File: src/hw/rtl/srec_pkg.sv
// ----------------------------------------------------------------------------
// srec_pkg
// Shared constants, types and the hex decode function for the S-record line
// checker.
// ----------------------------------------------------------------------------
package srec_pkg;

    // ASCII codes
    localparam logic [7:0] CHAR_S       = 8'd83;
    localparam logic [7:0] CHAR_0       = 8'd48;
    localparam logic [7:0] CHAR_9       = 8'd57;
    localparam logic [7:0] CHAR_A       = 8'd65;
    localparam logic [7:0] CHAR_F       = 8'd70;
    localparam logic [7:0] HEX_A_OFFSET = 8'd55;

    // decode of a character that is not a hex digit
    localparam logic [4:0] NIBBLE_BAD   = 5'd16;

    // record type codes
    localparam logic [3:0] REC_S0       = 4'd0;
    localparam logic [3:0] REC_S4       = 4'd4;
    localparam logic [3:0] REC_S6       = 4'd6;
    localparam logic [3:0] REC_NONE     = 4'd10;
    localparam int         REC_TYPES    = 10;

    localparam logic [9:0] POS_MAX      = 10'd1023;

    // per-line status after the current character has been taken
    typedef struct packed {
        logic       start_is_s;
        logic [7:0] type_char;
        logic       checksum_done;
        logic       checksum_match;
    } line_status_t;

    function automatic logic [4:0] decode_nibble(input logic [7:0] c);
        logic [7:0] diff;
        begin
            diff = 8'd0;
            if (c >= CHAR_0 && c <= CHAR_9)
            begin
                diff = c - CHAR_0;
                decode_nibble = diff[4:0];
            end
            else if (c >= CHAR_A && c <= CHAR_F)
            begin
                diff = c - HEX_A_OFFSET;
                decode_nibble = diff[4:0];
            end
            else
            begin
                decode_nibble = NIBBLE_BAD;
            end
        end
    endfunction

endpackage

File: src/hw/rtl/srec_line_parse.sv
// ----------------------------------------------------------------------------
// srec_line_parse
// Per-line parser: tracks the character position, pairs hex digits into bytes,
// accumulates the record sum and captures the checksum byte.
// ----------------------------------------------------------------------------
module srec_line_parse (
    input  logic                   clk,
    input  logic                   rst_n,
    input  logic                   advance,
    input  logic [7:0]             text_char,
    input  logic                   line_end,
    output srec_pkg::line_status_t status
);

    logic [9:0] pos_reg,   pos_next;
    logic [4:0] hi_reg,    hi_next;
    logic [7:0] count_reg, count_next;
    logic [7:0] sum_reg,   sum_next;
    logic [7:0] cks_reg,   cks_next;
    logic       start_reg, start_next;
    logic [7:0] type_reg,  type_next;
    logic       done_reg,  done_next;

    logic [4:0] nibble;
    logic [8:0] byte_wide;
    logic [7:0] byte_val;
    logic [9:0] pos_m2;
    logic [8:0] byte_idx;

    assign nibble    = srec_pkg::decode_nibble(text_char);
    // a bad high nibble (16) falls off the top, a bad low nibble sets bit 4
    assign byte_wide = {hi_reg, 4'b0000} | {4'b0000, nibble};
    assign byte_val  = byte_wide[7:0];
    assign pos_m2    = pos_reg - 10'd2;
    assign byte_idx  = pos_m2[9:1];

    always_comb
    begin
        pos_next   = pos_reg;
        hi_next    = hi_reg;
        count_next = count_reg;
        sum_next   = sum_reg;
        cks_next   = cks_reg;
        start_next = start_reg;
        type_next  = type_reg;
        done_next  = done_reg;

        if (pos_reg == 10'd0)
        begin
            start_next = (text_char == srec_pkg::CHAR_S);
        end
        else if (pos_reg == 10'd1)
        begin
            type_next = text_char;
        end
        else if (!done_reg)
        begin
            if (!pos_reg[0])
            begin
                hi_next = nibble;
            end
            else if (byte_idx == 9'd0)
            begin
                count_next = byte_val;
                if (byte_val == 8'd0)
                begin
                    cks_next  = byte_val;
                    done_next = 1'b1;
                end
                else
                begin
                    sum_next = byte_val;
                end
            end
            else if (byte_idx < {1'b0, count_reg})
            begin
                sum_next = sum_reg + byte_val;
            end
            else
            begin
                cks_next  = byte_val;
                done_next = 1'b1;
            end
        end

        if (pos_reg != srec_pkg::POS_MAX)
        begin
            pos_next = pos_reg + 10'd1;
        end
    end

    always_ff @(posedge clk or negedge rst_n)
    begin
        if (!rst_n)
        begin
            pos_reg   <= '0;
            hi_reg    <= '0;
            count_reg <= '0;
            sum_reg   <= '0;
            cks_reg   <= '0;
            start_reg <= 1'b0;
            type_reg  <= '0;
            done_reg  <= 1'b0;
        end
        else if (advance)
        begin
            if (line_end)
            begin
                pos_reg   <= '0;
                hi_reg    <= '0;
                count_reg <= '0;
                sum_reg   <= '0;
                cks_reg   <= '0;
                start_reg <= 1'b0;
                type_reg  <= '0;
                done_reg  <= 1'b0;
            end
            else
            begin
                pos_reg   <= pos_next;
                hi_reg    <= hi_next;
                count_reg <= count_next;
                sum_reg   <= sum_next;
                cks_reg   <= cks_next;
                start_reg <= start_next;
                type_reg  <= type_next;
                done_reg  <= done_next;
            end
        end
    end

    always_comb
    begin
        status.start_is_s     = start_next;
        status.type_char      = type_next;
        status.checksum_done  = done_next;
        status.checksum_match = ((~sum_next) == cks_next);
    end

endmodule

File: config.mk
export PLATFORM = sky130hd
export DESIGN_NAME = srec_line_parse
export DESIGN_NICKNAME = d
export VERILOG_FILES = /design/src/hw/rtl/srec_pkg.sv /design/src/hw/rtl/srec_line_parse.sv
export SDC_FILE = /design/constraint.sdc
export NUM_CORES = 1
export LEC_CHECK = 0
export BUFFER_PORTS_ARGS = -buffer_cell sky130_fd_sc_hd__buf_2
export CAP_MARGIN = 15
export CELL_PAD_IN_SITES_DETAIL_PLACEMENT = 2
export CELL_PAD_IN_SITES_GLOBAL_PLACEMENT = 2
export CORE_ASPECT_RATIO = 2
export CORE_MARGIN = 1.5
export CORE_UTILIZATION = 36
export CTS_BUF_LIST = sky130_fd_sc_hd__clkbuf_8
export DETAILED_ROUTE_END_ITERATION = 12
export PLACE_DENSITY_LB_ADDON = 0.1
export SYNTH_ARGS = -nofsm -noshare
export SYNTH_HDL_FRONTEND = slang
export SYNTH_SLANG_ARGS = --single-unit
File: constraint.sdc
create_clock -name clk -period 5.7 [get_ports clk]
set_input_delay 1.14 -clock clk [delete_from_list [all_inputs] [get_ports clk]]
set_output_delay 1.14 -clock clk [all_outputs]
set_load 0.005 [all_outputs]
==> impl_metrics.toml, run 1 <==
[run_status]
status = "complete, but fails checks"
violations = "setup timing"

[timing]
hold_viol = 0
fin_crit_ps = 5850
timing.hold.ws_ps = 503
rsz0062_at_grt = "yes"
setup_viol = 1
fin_crit_sh = 1.03
setup_ws_ps = -145
worst_pin_slew_ps = 1080
final.setup_skew_ps = 16.2
max_freq_mhz = 171
fin_tns_setup_ps = -145
finalMaxSlewViolations = 0
slew_headroom = 0.281

[yosys]
yosysTopAreaCellShare = 0.307
synth_edf_count = 0
ys_types = 78
synthArstFlopShare = 1.00
syn_nets = 482
yosysWarningCount = 0
seq_area_frac_synth = 0.307
ys_ff_latch = 48
netlist_top_cells_area = "dfrtp_1 (31%), ha_1 (7.4%), mux2_2 (5.2%), a21oi_1 (4.1%), nor2_1 (3.5%)"
synth_area_leader_cell = "dfrtp_1"
syn_area_per_cell_sq_um = 8.76
netlist_instances = 446
yosys_most_used_dff = "dfrtp_1"
netlist_area_sq_mm = 0.00391

[worst_hold_path]
hold_path_class = "flip-flop to flip-flop"
hp-start = "cks_reg[7]"
hold_path_depth = 1

[drt]
vias = 4000
wire_per_inst_um = 26.0
drt-initial-drc-count = 136
drcViolationCount = 0
postRouteAntennaNets = 0
viasPerCell = 6.11
dr.pass1.iters = 4
wirelength_um = 17000

[pwr]
power_density_mw_per_mm2 = 292
power_mw = 1.45
p_leak_nw = 2.23
ir_worst_vdd_mv = 0.144

[global_route]
grt_pass1_wl_um = 25000
gr-total-overflow = 0
grt_max_degree = 49
grt_pass1_vias = 4545
grt_usage = 0.289
antenna_found_initial = 0

[place]
place_congestion = 0.916
port_buffers = 22
dp_slack_ps = -335
place_inst = 635
place_hpwl_um = 11800

[layout]
num-fill-cells = 1119
antenna_cells = 0
instances_no_fill = 655
nNetsFinal = 553
final_common_cell = "buf_4"
largest_reg_flops = 10
layout-drive-gt1-share = 0.347
layout_common_cells = "buf_4 (70), dfrtp_1 (48), nor2_1 (32), inv_1 (27)"
area_growth_pct = 27.1

[cts]
clk_latency_ps = 320
clock_sinks = 48
root_buffer = "clkbuf_8"
cts_buffer_depth = 2
clk_pin_slew_ps = 110
numCtsBuffers = 5
h-tree-depth = 2
cts_tree = "built"

[setup_path]
r2r_cells = 14
required_ps = 4560
cp-start-kind = "input pin"
worstPathMaxFanout = 3
worstSetupPathType = "input pin to primary output"
rrSetupSlack_ps = 1860
r2r-start = "pos_reg[2]"
setup.worst_path.end_class = "primary output"
crit_arrival_ps = 4710
critPathLaunch = "text_char[5]"

[floorplanning]
die_w_um = 76.7
rows = 53
design.core.area_sq_mm = 0.0105
io_pins = 23
start_util = 0.371
fp.dieArea_sq_mm = 0.0115
die_h_um = 150

[job]
drv_cap = 0
-- final timing paths --
kind | endpoint
min | cks_reg[7]
min in group asynchronous | type_reg[7]
max in group asynchronous | sum_reg[1]
max | status[0]
min reg2reg | cks_reg[7]
max reg2reg | cks_reg[2]
-- critical path: stages --
cell and delay [ps]:
buf_6 90, or4b_4 560, a2111oi_4 230, buf_4 190, nor4b_2 240, a21oi_1 110
inv_1 120, ha_4 180, inv_1 80, o21ai_1 270, xor2_1 210, nand4_1 180
a21oi_2 350, a211o_1 150, nand4_1 140, nor4_2 290, buf_2 170
-- synth_stat cells (6+ instances only) --
library cell   n
a21o_1         7
o21ai_0       26
dfrtp_1       48
a22o_1         9
nor3_1         8
mux2_2        18
inv_1         32
clkbuf_1      15
a21oi_1       32
nand4_1       11
ha_1          23
o211ai_1       6
o2bb2ai_1      7
nand2_1       26
nand2b_1       8
o21a_1         8
nor2_1        36
nand3_1        8
-- kinds of logic after synthesis --
group,after synthesis,synth area share
AOI/OAI and AO/OA,147,0.265
and+or+nand+nor,136,0.193
buffers and inverters,60,0.0736
DFF,48,0.307
adders and majority gates,24,0.0788
muxes,21,0.0596
xor gates and xnor gates,10,0.0224
-- power by group --
| group | leakage [nW] | internal [mW] | total (mW) | switching (mW) |
|---|---|---|---|---|
| clock | 0.0687 | 0.177 | 0.316 | 0.139 |
| combinational | 1.51 | 0.311 | 0.714 | 0.402 |
| sequential | 0.657 | 0.379 | 0.420 | 0.0416 |
| total | 2.23 | 0.867 | 1.45 | 0.583 |
-- metrics by stage --
step,util,area [sq um]
finish,0.471,4970
global route,0.471,4970
CTS,0.454,4790
detailed placement,0.423,4460
global placement,0.423,4460
floorplan,-,3910
-- routing by layer --
layer | GRT usage | share of wire | vias to the layer above
met2 | 0.600 | 0.57 | 115
met5 | 0 | 0 | -
met1 | 0.247 | 0.32 | 2039
met4 | 0.208 | 0.087 | 0
met3 | 0.0230 | 0.020 | 66
li1 | - | - | 1780
-- area by class of cell --
class / instances / area (sq um) / share of cell area
timing repair buffer: 92 / 654 / 0.132
sequential: 48 / 1200 / 0.242
clock buffer: 5 / 68.8 / 0.0139
multi-input combinational: 338 / 2680 / 0.540
clock inverter: 3 / 68.8 / 0.0139
tap: 137 / 171 / 0.0345
inverter: 32 / 123 / 0.0247
-- timing repair --
item                       in CTS  in global routing
resized for setup              34                 33
setup buffers                   7                  5
hold buffers                    0                  0
setup endpoints to repair       1                  1
pin swaps                      16                 17
(Power assumes the default switching activity.)
==> run 2: changes to the inputs <==
--- a/config.mk
+++ b/config.mk
@@ -15,6 +15,7 @@
 export CTS_BUF_LIST = sky130_fd_sc_hd__clkbuf_8
 export DETAILED_ROUTE_END_ITERATION = 12
 export PLACE_DENSITY_LB_ADDON = 0.1
+export SKIP_CTS_REPAIR_TIMING = 1
 export SYNTH_ARGS = -nofsm -noshare
 export SYNTH_HDL_FRONTEND = slang
 export SYNTH_SLANG_ARGS = --single-unit
==> run 2 against run 1 <==
Effect of this change:
- the run still ends with setup timing left
- cell count fell by 1.4%
- clock power barely moved
- maximum frequency fell by 2.4%
- hold slack improved by 0.86 ps
- critical path depth did not move
- die area did not move
- combinational power fell by 3%
- clock-buffer cell count did not move
- final area fell by 2.1%
- clock skew fell by 2.3 ps
- critical path type unchanged
==> impl_metrics.toml, run 2 (synthesized netlist as in run 1, its figures left out) <==
[drt]
postRouteAntennaNets = 0
viasPerCell = 6.04
drcViolationCount = 0
dr.pass1.iters = 4
wirelength_um = 16200
wire_per_inst_um = 25.1
vias = 3904
drt-initial-drc-count = 111

[pwr]
power_density_mw_per_mm2 = 294
ir_worst_vdd_mv = 0.136
p_leak_nw = 2.19

[timing]
final.setup_skew_ps = 13.9
slew_headroom = 0.321
timing.hold.ws_ps = 503
max_freq_mhz = 167
worst_pin_slew_ps = 1010
finalMaxSlewViolations = 0
setup_viol = 1
fin_crit_ps = 5990
fin_tns_setup_ps = -292
hold_viol = 0
setup_ws_ps = -292
rsz0062_at_grt = "yes"
fin_crit_sh = 1.05

[run_status]
status = "complete, but fails checks"
violations = "setup timing"

[floorplanning]
fp.dieArea_sq_mm = 0.0115
die_h_um = 150
die_w_um = 76.7
start_util = 0.371
io_pins = 23
design.core.area_sq_mm = 0.0105
rows = 53

[cts]
root_buffer = "clkbuf_8"
clk_pin_slew_ps = 100
h-tree-depth = 2
numCtsBuffers = 5
cts_tree = "built"
clock_sinks = 48
cts_buffer_depth = 2
clk_latency_ps = 320

[layout]
final_common_cell = "buf_4"
antenna_cells = 0
num-fill-cells = 1139
area_growth_pct = 24.4
largest_reg_flops = 10
layout_common_cells = "buf_4 (60), dfrtp_1 (48), nor2_1 (34), inv_1 (30), nand2_1 (26)"
layout-drive-gt1-share = 0.316
final_area_sq_mm = 0.00486
nNetsFinal = 544

[global_route]
antenna_found_initial = 0
grt_usage = 0.276
grt_max_degree = 49
gr-total-overflow = 0
grt_pass1_wl_um = 24000
grt_pass1_vias = 4449

[setup_path]
required_ps = 4560
worstSetupPathType = "input pin to primary output"
cp-start-kind = "input pin"
worstPathMaxFanout = 3
crit_arrival_ps = 4850
setup.worst_path.end_class = "primary output"

[place]
place_hpwl_um = 11800
dp_slack_ps = -335
port_buffers = 22
place_congestion = 0.916
place_area_sq_mm = 0.00446

[job]
drv_cap = 0

[worst_hold_path]
hold_path_class = "flip-flop to flip-flop"
## run 2: changes by cell type in the layout (fill, tap and decap cells not counted), sizes merged
cell / previous run / this run
buf: 92 / 83
## run 2: worst paths after layout
check | cells past startpoint | to | startpoint | slack, ps
max in group asynchronous | 2 | hi_reg[2] | rst_n | 4310
setup / recovery | 17 | status[0] | text_char[3] | -290
setup reg to reg | 15 | sum_reg[4] | pos_reg[2] | 1820
min in group asynchronous | 2 | type_reg[7] | rst_n | 940
hold / removal | 1 | cks_reg[7] | cks_reg[7] | 500
hold reg to reg | 1 | cks_reg[7] | cks_reg[7] | 500
## run 2: cell type report
type | instances | area [sq um] | share of cell area
multi-input cells | 338 | 2650 | 0.546
flip-flops and latches | 48 | 1200 | 0.247
repair buffers | 83 | 578 | 0.119
well taps | 137 | 171 | 0.0353
inverters | 32 | 120 | 0.0247
clock buffers | 5 | 68.8 | 0.0142
clock inverters | 3 | 68.8 | 0.0142
## run 2: report_power, final
| part | switching, mW | internal [mW] |
|---|---|---|
| Sequential | 0.0411 | 0.379 |
| Clock | 0.137 | 0.177 |
| Combinational | 0.392 | 0.304 |
| Total | 0.570 | 0.860 |
## run 2: through the flow
step	util	cells	power, mW
3_3_place_gp	0.423	635	1.02
5_1_grt	0.461	646	1.51
3_5_place_dp	0.423	635	1.06
4_1_cts	0.436	643	1.38
2_1_floorplan	-	446	0.810
6_report	0.461	646	1.43
## run 2: critical path: stages
cell	delay [ps]
buf_6	90
or4b_4	560
a2111oi_4	470
buf_4	210
nor4b_4	220
a21oi_2	70
inv_2	80
ha_4	170
inv_1	60
o21ai_0	320
xor2_1	230
nand4_1	150
a21oi_2	310
a211o_1	150
nand4_1	140
nor4_2	290
buf_2	170
## run 2: layer usage
metal  global-route usage  wire length (um)  part of all wire  vias to the layer above
met2                0.576              9350              0.58                       90
met4                0.189              1330             0.082                        0
met3               0.0224               264             0.016                       63
li1                     -                 -                 -                     1762
met5                    0                 0                 0                        -
met1                0.238              5270              0.33                     1989
